===== config.mk =====
export PLATFORM = sky130hd
export DESIGN_NAME = load_probe_trigger_detector_unit
export DESIGN_NICKNAME = d
export VERILOG_FILES = /design/src/hw/rtl/lptd_pkg.sv /design/src/hw/rtl/load_probe_trigger_detector_unit.sv /design/src/hw/rtl/lptd_cfg.sv /design/src/hw/rtl/lptd_ctrl.sv /design/src/hw/rtl/lptd_dp.sv
export SDC_FILE = /design/constraint.sdc
export NUM_CORES = 2
export LEC_CHECK = 0
export BUFFER_PORTS_ARGS = -buffer_cell sky130_fd_sc_hd__buf_4
export CORE_ASPECT_RATIO = 0.75
export CORE_MARGIN = 2
export CORE_UTILIZATION = 45
export DETAILED_ROUTE_END_ITERATION = 7
export PLACE_DENSITY = 0.66
export SLEW_MARGIN = 20
export SYNTH_ARGS = -nofsm -noshare
export SYNTH_HDL_FRONTEND = slang
export SYNTH_SLANG_ARGS = --single-unit
export TNS_END_PERCENT = 100

===== constraint.sdc =====
create_clock -name clk -period 13.79 [get_ports clk]
set_input_delay 0.6895 -clock clk [delete_from_list [all_inputs] [get_ports clk]]
set_output_delay 0.6895 -clock clk [all_outputs]
set_load 0.1 [all_outputs]

===== src/hw/rtl/lptd_pkg.sv =====
// Shared types, constants and register codes of the load probe trigger detector.
package lptd_pkg;

	localparam int SAMPLE_BITS_DEF = 24;
	localparam int FRAC_BITS_DEF   = 16;

	localparam int MAG_W    = 23;
	localparam int NF_W     = 12;
	localparam int NF_FRAC  = 8;
	localparam int CNT_W    = 8;
	localparam int BUSY_W   = 10;
	localparam int WGT_W    = 16;
	localparam int WGT_FRAC = 16;

	localparam int CFG_IDX_W  = 3;
	localparam int CFG_DATA_W = 23;

	localparam int NOISE_INIT = 180;

	localparam logic [MAG_W-1:0]  MAX_MAG_RST   = MAG_W'(800000);
	localparam logic [NF_W-1:0]   NF_RST        = NF_W'(896);
	localparam logic [MAG_W-1:0]  ABS_THR_RST   = MAG_W'(3000);
	localparam logic [CNT_W-1:0]  MIN_HIGH_RST  = CNT_W'(2);
	localparam logic [CNT_W-1:0]  HOLD_RST      = CNT_W'(4);
	localparam logic [BUSY_W-1:0] RST_LIMIT_RST = BUSY_W'(100);
	localparam logic [WGT_W-1:0]  LOAD_WGT_RST  = WGT_W'(19661);
	localparam logic [WGT_W-1:0]  NOISE_WGT_RST = WGT_W'(66);

	typedef enum logic [CFG_IDX_W-1:0] {
		REG_MAX_MAG   = 3'd0,
		REG_NF        = 3'd1,
		REG_ABS_THR   = 3'd2,
		REG_MIN_HIGH  = 3'd3,
		REG_HOLD      = 3'd4,
		REG_RST_LIMIT = 3'd5,
		REG_LOAD_WGT  = 3'd6,
		REG_NOISE_WGT = 3'd7
	} cfg_reg_t;

	typedef struct packed {
		logic [MAG_W-1:0]  max_magnitude;
		logic [NF_W-1:0]   noise_factor_q8;
		logic [MAG_W-1:0]  press_level;
		logic [CNT_W-1:0]  min_run_steps;
		logic [CNT_W-1:0]  hold_steps;
		logic [BUSY_W-1:0] reset_limit;
		logic [WGT_W-1:0]  load_weight_q16;
		logic [WGT_W-1:0]  noise_weight_q16;
	} cfg_t;

	typedef enum logic [2:0] {
		ST_IDLE,
		ST_EVAL,
		ST_LEVEL,
		ST_DECIDE,
		ST_FINISH
	} ctrl_state_t;

	typedef struct packed {
		logic take;
		logic eval;
		logic level;
		logic decide;
		logic finish;
	} ctrl_cmd_t;

	typedef struct packed {
		logic reset_hit;
		logic overrange;
	} dp_status_t;

endpackage


===== src/hw/rtl/load_probe_trigger_detector_unit.sv =====
// Top level of the load probe trigger detector: config registers, sequencer, datapath.
// Sequence: a filtered sample passes the eval, level, decide and finish states; a rejected
//   or reset-step sample goes from eval straight to finish.
// Flow: one sample is in work at a time, paced by the shared weight multiplier and the state
//   sequence; the next is taken at finish while a result waits, and a stalled beat holds finish.
// Reset: arst_n resets the filters, counters and trigger state and loads register defaults.
module load_probe_trigger_detector_unit
	import lptd_pkg::*;
#(
	parameter int SAMPLE_BITS = SAMPLE_BITS_DEF,
	parameter int FRAC_BITS   = FRAC_BITS_DEF
) (
	input  logic                   clk,
	input  logic                   arst_n,
	input  logic                   in_valid,
	output logic                   in_stall,
	input  logic [SAMPLE_BITS-1:0] sample,
	output logic                   out_valid,
	input  logic                   out_stall,
	output logic                   trigger,
	output logic                   tare_request,
	output logic                   sample_rejected,
	input  logic                   cfg_valid,
	output logic                   cfg_ready,
	input  logic [CFG_IDX_W-1:0]   cfg_index,
	input  logic [CFG_DATA_W-1:0]  cfg_data
);

	cfg_t       cfg;
	ctrl_cmd_t  cmd;
	dp_status_t status;

	assign cfg_ready = 1'b1;

	lptd_cfg u_cfg (
		.clk      (clk),
		.arst_n   (arst_n),
		.wr_en    (cfg_valid && cfg_ready),
		.wr_index (cfg_index),
		.wr_data  (cfg_data),
		.cfg      (cfg)
	);

	lptd_ctrl u_ctrl (
		.clk       (clk),
		.arst_n    (arst_n),
		.in_valid  (in_valid),
		.in_stall  (in_stall),
		.out_valid (out_valid),
		.out_stall (out_stall),
		.status    (status),
		.cmd       (cmd)
	);

	lptd_dp #(
		.SAMPLE_BITS (SAMPLE_BITS),
		.FRAC_BITS   (FRAC_BITS)
	) u_dp (
		.clk             (clk),
		.arst_n          (arst_n),
		.cfg             (cfg),
		.cmd             (cmd),
		.status          (status),
		.sample          (sample),
		.trigger         (trigger),
		.tare_request    (tare_request),
		.sample_rejected (sample_rejected)
	);

	a_tare_rejects: assert property (@(posedge clk) disable iff (!arst_n)
		out_valid |-> (!tare_request || sample_rejected))
		else $error("tare beat without reject flag");

	a_one_in_flight: assert property (@(posedge clk) disable iff (!arst_n)
		(in_valid && !in_stall) |=> in_stall)
		else $error("second sample accepted while one is in work");

	a_cmd_exclusive: assert property (@(posedge clk) disable iff (!arst_n)
		$onehot0({cmd.eval, cmd.level, cmd.decide, cmd.finish}))
		else $error("sequencer issued overlapping commands");

endmodule


===== src/hw/rtl/lptd_cfg.sv =====
// Configuration register file of the load probe trigger detector.
module lptd_cfg
	import lptd_pkg::*;
(
	input  logic                  clk,
	input  logic                  arst_n,
	input  logic                  wr_en,
	input  logic [CFG_IDX_W-1:0]  wr_index,
	input  logic [CFG_DATA_W-1:0] wr_data,
	output cfg_t                  cfg
);

	cfg_t cfg_q;

	always_ff @(posedge clk or negedge arst_n) begin
		if (!arst_n) begin
			cfg_q.max_magnitude    <= MAX_MAG_RST;
			cfg_q.noise_factor_q8  <= NF_RST;
			cfg_q.press_level      <= ABS_THR_RST;
			cfg_q.min_run_steps    <= MIN_HIGH_RST;
			cfg_q.hold_steps       <= HOLD_RST;
			cfg_q.reset_limit      <= RST_LIMIT_RST;
			cfg_q.load_weight_q16  <= LOAD_WGT_RST;
			cfg_q.noise_weight_q16 <= NOISE_WGT_RST;
		end else if (wr_en) begin
			unique case (cfg_reg_t'(wr_index))
				REG_MAX_MAG:   cfg_q.max_magnitude    <= wr_data[MAG_W-1:0];
				REG_NF:        cfg_q.noise_factor_q8  <= wr_data[NF_W-1:0];
				REG_ABS_THR:   cfg_q.press_level      <= wr_data[MAG_W-1:0];
				REG_MIN_HIGH:  cfg_q.min_run_steps    <= wr_data[CNT_W-1:0];
				REG_HOLD:      cfg_q.hold_steps       <= wr_data[CNT_W-1:0];
				REG_RST_LIMIT: cfg_q.reset_limit      <= wr_data[BUSY_W-1:0];
				REG_LOAD_WGT:  cfg_q.load_weight_q16  <= wr_data[WGT_W-1:0];
				REG_NOISE_WGT: cfg_q.noise_weight_q16 <= wr_data[WGT_W-1:0];
			endcase
		end
	end

	assign cfg = cfg_q;

endmodule


===== src/hw/rtl/lptd_ctrl.sv =====
// Sequencer and output beat handshake of the load probe trigger detector.
module lptd_ctrl
	import lptd_pkg::*;
(
	input  logic       clk,
	input  logic       arst_n,
	input  logic       in_valid,
	output logic       in_stall,
	output logic       out_valid,
	input  logic       out_stall,
	input  dp_status_t status,
	output ctrl_cmd_t  cmd
);

	ctrl_state_t state_q, state_nxt;
	logic        out_valid_q;
	logic        slot_free;

	assign slot_free = !out_valid_q || !out_stall;

	always_ff @(posedge clk or negedge arst_n) begin
		if (!arst_n) begin
			state_q <= ST_IDLE;
		end else begin
			state_q <= state_nxt;
		end
	end

	always_comb begin
		state_nxt = state_q;
		cmd       = '0;
		in_stall  = 1'b1;
		unique case (state_q)
			ST_IDLE: begin
				in_stall = 1'b0;
				if (in_valid) begin
					cmd.take  = 1'b1;
					state_nxt = ST_EVAL;
				end
			end
			ST_EVAL: begin
				cmd.eval = 1'b1;
				if (status.reset_hit || status.overrange) begin
					state_nxt = ST_FINISH;
				end else begin
					state_nxt = ST_LEVEL;
				end
			end
			ST_LEVEL: begin
				cmd.level = 1'b1;
				state_nxt = ST_DECIDE;
			end
			ST_DECIDE: begin
				cmd.decide = 1'b1;
				state_nxt  = ST_FINISH;
			end
			ST_FINISH: begin
				if (slot_free) begin
					cmd.finish = 1'b1;
					in_stall   = 1'b0;
					if (in_valid) begin
						cmd.take  = 1'b1;
						state_nxt = ST_EVAL;
					end else begin
						state_nxt = ST_IDLE;
					end
				end
			end
		endcase
	end

	always_ff @(posedge clk or negedge arst_n) begin
		if (!arst_n) begin
			out_valid_q <= 1'b0;
		end else if (cmd.finish) begin
			out_valid_q <= 1'b1;
		end else if (!out_stall) begin
			out_valid_q <= 1'b0;
		end
	end

	assign out_valid = out_valid_q;

endmodule


===== src/hw/rtl/lptd_dp.sv =====
// Filter, detection and counter datapath of the load probe trigger detector.
module lptd_dp
	import lptd_pkg::*;
#(
	parameter int SAMPLE_BITS = SAMPLE_BITS_DEF,
	parameter int FRAC_BITS   = FRAC_BITS_DEF
) (
	input  logic                   clk,
	input  logic                   arst_n,
	input  cfg_t                   cfg,
	input  ctrl_cmd_t              cmd,
	output dp_status_t             status,
	input  logic [SAMPLE_BITS-1:0] sample,
	output logic                   trigger,
	output logic                   tare_request,
	output logic                   sample_rejected
);

	localparam int S      = SAMPLE_BITS;
	localparam int F      = FRAC_BITS;
	localparam int LW     = S + F + 1;
	localparam int DW     = LW + 1;
	localparam int NB     = S + F;
	localparam int MW     = S + F + 3;
	localparam int PW     = MW + WGT_W + 1;
	localparam int NFW    = NB + NF_W;
	localparam int MAGC_W = ((S > MAG_W) ? S : MAG_W) + 1;
	localparam int THR_W  = ((S > MAG_W) ? S : MAG_W) + F + 2;

	localparam logic [NB-1:0]     NOISE_RST = NB'(NOISE_INIT) << F;
	localparam logic [CNT_W-1:0]  HIGH_MAX  = '1;
	localparam logic [BUSY_W-1:0] BUSY_MAX  = '1;

	// architectural state
	logic signed [LW-1:0] smoothed_q, prev_q;
	logic [NB-1:0]        noise_q;
	logic [CNT_W-1:0]     high_q, hold_q;
	logic [BUSY_W-1:0]    busy_q;
	logic                 trig_q;
	logic                 noise_upd_q;

	// per-beat working registers
	logic [S-1:0]         x_q;
	logic signed [PW-1:0] prod_q;
	logic [NFW-1:0]       nfprod_q;
	logic signed [DW-1:0] delta_q;
	logic                 rst_step_q, ovr_step_q;
	logic                 out_trig_q, out_tare_q, out_rej_q;

	logic [S-1:0]          mag;
	logic                  reset_hit, overrange;
	logic signed [MW-1:0]  target, diff, err, mul_a, scaled;
	logic signed [WGT_W:0] mul_b;
	logic signed [PW-1:0]  mul_p;
	logic signed [LW-1:0]  new_lvl;
	logic signed [DW-1:0]  delta;
	logic [LW-1:0]         abs_delta;
	logic signed [THR_W-1:0] thr_mag, neg_thr;
	logic                  drop_hi, lvl_hi, is_high;
	logic [CNT_W-1:0]      high_nxt;
	logic [BUSY_W-1:0]     busy_inc;
	logic signed [MW:0]    noise_sum, noise_lim;
	logic [NB-1:0]         noise_nxt;

	assign mag       = x_q[S-1] ? (~x_q + 1'b1) : x_q;
	assign reset_hit = busy_q > cfg.reset_limit;
	assign overrange = MAGC_W'(mag) > MAGC_W'(cfg.max_magnitude);
	assign status    = '{reset_hit: reset_hit, overrange: overrange};

	assign target = MW'($signed({x_q, {F{1'b0}}}));
	assign diff   = target - MW'(smoothed_q);

	assign abs_delta = delta_q[DW-1] ? LW'(-delta_q) : LW'(delta_q);
	assign err       = MW'($signed({1'b0, abs_delta})) - MW'($signed({1'b0, noise_q}));

	// one multiplier serves the level filter and the noise filter
	always_comb begin
		if (cmd.eval) begin
			mul_a = diff;
			mul_b = $signed({1'b0, cfg.load_weight_q16});
		end else begin
			mul_a = err;
			mul_b = $signed({1'b0, cfg.noise_weight_q16});
		end
	end

	assign mul_p  = mul_a * mul_b;
	assign scaled = prod_q[WGT_FRAC +: MW];

	assign new_lvl = smoothed_q + LW'(scaled);
	assign delta   = DW'(new_lvl) - DW'(prev_q);

	assign drop_hi = delta_q[DW-1]
		&& (NFW'(nfprod_q) < NFW'({abs_delta, {NF_FRAC{1'b0}}}));
	assign thr_mag = THR_W'({cfg.press_level, {F{1'b0}}});
	assign neg_thr = -thr_mag;
	assign lvl_hi  = THR_W'(smoothed_q) < neg_thr;
	assign is_high = drop_hi || lvl_hi;

	always_comb begin
		if (!is_high) begin
			high_nxt = '0;
		end else if (high_q == HIGH_MAX) begin
			high_nxt = high_q;
		end else begin
			high_nxt = high_q + 1'b1;
		end
	end

	assign busy_inc = (busy_q == BUSY_MAX) ? busy_q : busy_q + 1'b1;

	assign noise_sum = (MW + 1)'($signed({1'b0, noise_q})) + (MW + 1)'(scaled);
	assign noise_lim = {{(MW + 1 - NB){1'b0}}, {NB{1'b1}}};

	always_comb begin
		if (noise_sum[MW]) begin
			noise_nxt = '0;
		end else if (noise_sum > noise_lim) begin
			noise_nxt = '1;
		end else begin
			noise_nxt = noise_sum[NB-1:0];
		end
	end

	always_ff @(posedge clk or negedge arst_n) begin
		if (!arst_n) begin
			smoothed_q  <= '0;
			prev_q      <= '0;
			noise_q     <= NOISE_RST;
			high_q      <= '0;
			hold_q      <= '0;
			busy_q      <= '0;
			trig_q      <= 1'b0;
			noise_upd_q <= 1'b0;
		end else begin
			if (cmd.eval) begin
				noise_upd_q <= 1'b0;
				if (reset_hit) begin
					smoothed_q <= '0;
					prev_q     <= '0;
					noise_q    <= NOISE_RST;
					high_q     <= '0;
					hold_q     <= '0;
					busy_q     <= '0;
				end else if (overrange) begin
					busy_q <= busy_inc;
				end
			end
			if (cmd.level) begin
				smoothed_q <= new_lvl;
				prev_q     <= new_lvl;
			end
			if (cmd.decide) begin
				high_q <= high_nxt;
				priority if (high_nxt >= cfg.min_run_steps) begin
					trig_q <= 1'b1;
					busy_q <= busy_inc;
					hold_q <= '0;
				end else if (hold_q < cfg.hold_steps) begin
					trig_q <= 1'b1;
					busy_q <= busy_inc;
					hold_q <= hold_q + 1'b1;
				end else begin
					trig_q      <= 1'b0;
					busy_q      <= '0;
					noise_upd_q <= 1'b1;
				end
			end
			if (cmd.finish && noise_upd_q) begin
				noise_q <= noise_nxt;
			end
		end
	end

	always_ff @(posedge clk) begin
		if (cmd.take) begin
			x_q <= sample;
		end
		if (cmd.eval) begin
			prod_q     <= mul_p;
			nfprod_q   <= noise_q * cfg.noise_factor_q8;
			rst_step_q <= reset_hit;
			ovr_step_q <= overrange && !reset_hit;
		end
		if (cmd.level) begin
			delta_q <= delta;
		end
		if (cmd.decide) begin
			prod_q <= mul_p;
		end
		if (cmd.finish) begin
			out_trig_q <= trig_q;
			out_tare_q <= rst_step_q;
			out_rej_q  <= rst_step_q || ovr_step_q;
		end
	end

	assign trigger         = out_trig_q;
	assign tare_request    = out_tare_q;
	assign sample_rejected = out_rej_q;

endmodule


==> results <==
- The worst-case clock skew is 0.0630 ns.
- After global routing the overflow that remains totals 0.
- At the end of the flow the core is filled with cells to 48.2%.
- The number of resized instances in the post-cts repair step is 0.
- The worst hold path belongs to the class input port to async pin.
- The area of the core is 0.143 mm2.
- The later pin in the worst-skew pair is clocked with a latency of 0.65 ns.
- The number of nets still failing antenna checks after routing is 0.
- The first-pass iteration count of the detailed router is 8.
- For this run, the register share of the synthesized area comes to 16.3%.
- The root buffer cell chosen for the clock tree is clkbuf_16.
- The clock net in this run drives a total of 387 sinks.
- No sink is reached through more buffers than the 3 on the longest clock path.
- In the global route stage, overall resource usage came out at 25.7%.
- The leading area contributor after synthesis is fa_1.
- The number of flip-flops and latches in the synthesized netlist is 387.
- Setup repair after global routing left no endpoint under its margin.
- The delay contributed by the slowest stage of the critical path is 0.86 ns.
- The tool flagged a number of max-cap violations equal to 0.
- Dividing the detail-routed wire length by the instance count gives 20.4 um.
- The number of post-CTS setup repair buffers is 0.
- Synthesis handed over a netlist of 7170 instances.
- Synthesis produced a netlist with a net count of 8762.
- The initial utilization of the core area, before any placement, comes to 45.3%.
- In the post-synthesis netlist, the biggest area contributors are fa_1, ha_1, inv_1.
- The average instance in the mapped netlist occupies 9.01 um2.
- After clock tree synthesis, the clock-pin slew on the worst setup and hold paths is 0.06 ns.
- The number of synthesis warnings is 0.
- The aggregate negative setup slack is 0 ns.
- In this run, synthesis inferred 158 flip-flops with an integrated enable.
- The number of global-route vias before repair is 51454.
- Entering global routing, the biggest net connects 100 pins.
- The die extent in y is 332 um.
- The smallest clock period supported by the final layout is computed as 12.04 ns.
- The average vias per placed instance is 5.59.
- The placement row count is 120.
- The synthesized netlist occupies a cell area of 0.0646 mm2.
- For this run, asynchronously set or reset flops after synthesis account for 59.2%.
- The die is 441 um wide.
- The first routing iteration left 4549 violations.
- For this design, the CTS-stage hold fixing added 0 buffers.
- The final clock period utilization by the worst path is 87.3%.
- The layout overhead on the synthesized area is 6.42%.
- The initial antenna violation count came to 4.
- The count of buffers from port buffering is 59.
- The total die area is 0.147 mm2.
- The run finished with clean final reports.
- The fraction of final layout cells with drive strength greater than 1 is 5.81%.
- Counting distinct cell types in the post-synthesis netlist gives 88.
- The final-report setup violation count is 0.
- The critical-path cell with the highest stage delay is mux2i_1.
- After detailed routing, the total wire length is 184000 um.
- The number of pins exceeding their max-slew limit in the final report is 0.
- The I/O pin count is 61.
- The capture instance of the worst register-to-register path is u_dp.prod_q[53]$_DFFE_PP_.
- The most used flip-flop cell after synthesis is dfrtp_1.
- The critical path launch point type is a flip-flop.
- At the pin with the least slew margin, the transition time is 1.13 ns.
- The startpoint identified for the worst register-to-register timing path is u_dp.delta_q[10]$_DFFE_PP_.
- The number of DRC violations after detailed routing is 0.
- STA puts the critical path data arrival time at 12.43 ns.
- TritonCTS built the clock tree.
- Data on the critical path is required at its endpoint by 14.18 ns.
- The setup path with the least slack is of type flip-flop to flip-flop.
- The maximum level of the CTS H-tree is 2.
- In this run the worst path has a maximum fanout of 8.
- The first global-routing pass estimated 295000 um of wire.
- The filler cell count in the final layout is 13532.
- The total number of nets in the final design is 8684.
- The hold violation count in the final report was 0.
- The worst-case register-to-register setup slack is 1.75 ns.
- The dominant cell type by count on the critical path is fa_1.
- The number of clock buffers added by TritonCTS is 45.
- The post-DP HPWL is 148000 um.
- The vias after detailed routing is 50410.
- Measured in cells, the most critical reg-to-reg path has a length of 38.
- Based on the critical path, the design can be clocked at up to 0.0831 GHz.
- The final weighted congestion in routability-driven placement is 1.00.
- The worst-case headroom to the max-slew limit is 22.6%.
- The fraction of synthesized cell area taken by the top area cell type is 31.3%.
- STA classifies the critical path endpoint as a flip-flop.
-- registers in the layout, indices dropped and copies added (netlist names) --
name                  cells
u_ctrl.out_valid          1
u_dp.noise_q             40
u_dp.x_q                 24
u_dp.sample_rejected      1
u_dp.high_q               8
u_dp.trig_q               1
u_dp.rst_step_q           1
u_cfg.cfg               116
u_dp.tare_request         1
u_dp.smoothed_q          41
u_dp.delta_q             42
u_dp.nfprod_q            44
u_dp.prod_q              43
u_dp.busy_q              10
u_ctrl.state_q            3
u_dp.ovr_step_q           1
u_dp.trigger              1
u_dp.noise_upd_q          1
u_dp.hold_q               8
-- layout by cell type, fill, tap and decap left out, types with 31 or more instances in the layout --
master	count
inv_1	1296
nand2_1	1048
fa_1	1010
ha_1	527
nor2_1	332
a21oi_1	296
xnor2_1	236
o21ai_0	196
and2_1	195
dfrtp_1	194
a21o_1	174
edfxtp_1	158
buf_4	153
xor2_1	112
nor2b_1	92
mux2_2	90
nand3_1	66
nor3_1	64
nand4_1	62
o31ai_1	60
o21a_1	57
nand2b_1	54
clkbuf_16	46
and3_1	42
a221o_1	39
o21bai_1	35
dfstp_2	35
a31oi_1	34
or3_1	31
-- cells by family (layout without fill, tap and decap cells) --
kind of cell / after synthesis / after routing / synth area share, %
AOI/OAI and AO/OA: 1133 / 1133 / 11.7
and+or+nand+nor: 2081 / 2081 / 14.8
muxes: 105 / 105 / 1.80
other: 1 / 4 / 0.00581
adders and majority gates: 1537 / 1537 / 41.5
buffers and inverters: 1578 / 1537 / 9.20
xor gates and xnor gates: 348 / 348 / 4.72
DFF: 387 / 387 / 16.3
-- layout make-up --
type,instances,area (um2),area share [%]
inverters,1298,4880,7.09
repair buffers,155,1190,1.73
flip-flops and latches,387,10500,15.3
diodes,3,7.51,0.0109
multi-input cells,5205,48200,70.2
clock buffers,57,1220,1.78
clock inverters,27,325,0.473
well taps,1891,2370,3.44
-- per-stage QoR --
step                setup WS [ns]  hold slack, ns  std cells  cell area [um2]
CTS                          1.95           0.104       9019            68700
floorplan                    3.10           0.394       7170            64600
detailed placement           1.96           0.447       8935            67100
global placement             2.02           0.462       8935            67100
finish                       1.75          0.0698       9023            68700
global route                 1.00           0.121       9020            68700
-- per-layer routing --
metal / GRT usage (%) / vias to the layer above / wire [um]
met5: 0 / - / 219
met1: 37.3 / 25186 / 81700
met2: 38.4 / 2078 / 79500
met3: 6.09 / 281 / 17700
li1: - / 22863 / -
met4: 6.54 / 2 / 5020
-- critical path: cells and delay by family (launching register included) --
kind | cells | cell delay (ns)
flip-flops | 1 | 0.41
XOR/XNOR | 3 | 0.48
AND/OR/NAND/NOR | 11 | 2.98
AO/OA/AOI/OAI | 11 | 3.13
multiplexers | 1 | 0.86
adder cells (fa/ha/maj) | 8 | 3.75
buffers and inverters | 4 | 0.21
-- how the worst max path moves through the flow --
stage                                        startpoint                   endpoint  slack, ns  cells past startpoint
after floorplan           u_ctrl.state_q[2]$_DFFE_PN0P_  u_dp.prod_q[58]$_DFFE_PP_       3.10                     31
after global routing         u_dp.delta_q[10]$_DFFE_PP_  u_dp.prod_q[58]$_DFFE_PP_       1.00                     34
after detailed placement     u_dp.delta_q[10]$_DFFE_PP_  u_dp.prod_q[58]$_DFFE_PP_       1.96                     35
after global placement       u_dp.delta_q[10]$_DFFE_PP_  u_dp.prod_q[58]$_DFFE_PP_       2.02                     38
final                        u_dp.delta_q[10]$_DFFE_PP_  u_dp.prod_q[53]$_DFFE_PP_       1.75                     38
after CTS                    u_dp.delta_q[10]$_DFFE_PP_  u_dp.prod_q[58]$_DFFE_PP_       1.95                     35
-- cell usage after synthesis (55+ instances only) --
| cell type | number |
|---|---|
| mux2_2 | 90 |
| a21oi_1 | 301 |
| edfxtp_1 | 158 |
| nand2_1 | 1051 |
| o21ai_0 | 200 |
| ha_1 | 527 |
| nand3_1 | 66 |
| o21a_1 | 57 |
| nand2b_1 | 55 |
| xor2_1 | 112 |
| xnor2_1 | 236 |
| inv_1 | 1297 |
| nor2_1 | 333 |
| a21o_1 | 174 |
| dfrtp_1 | 194 |
| o31ai_1 | 60 |
| nor2b_1 | 95 |
| nor3_1 | 66 |
| fa_1 | 1010 |
| and2_1 | 194 |
| clkbuf_1 | 260 |
| nand4_1 | 62 |
Power is not shown: default switching activity piles up to over one toggle a cycle in this logic, so the estimate is an artifact.
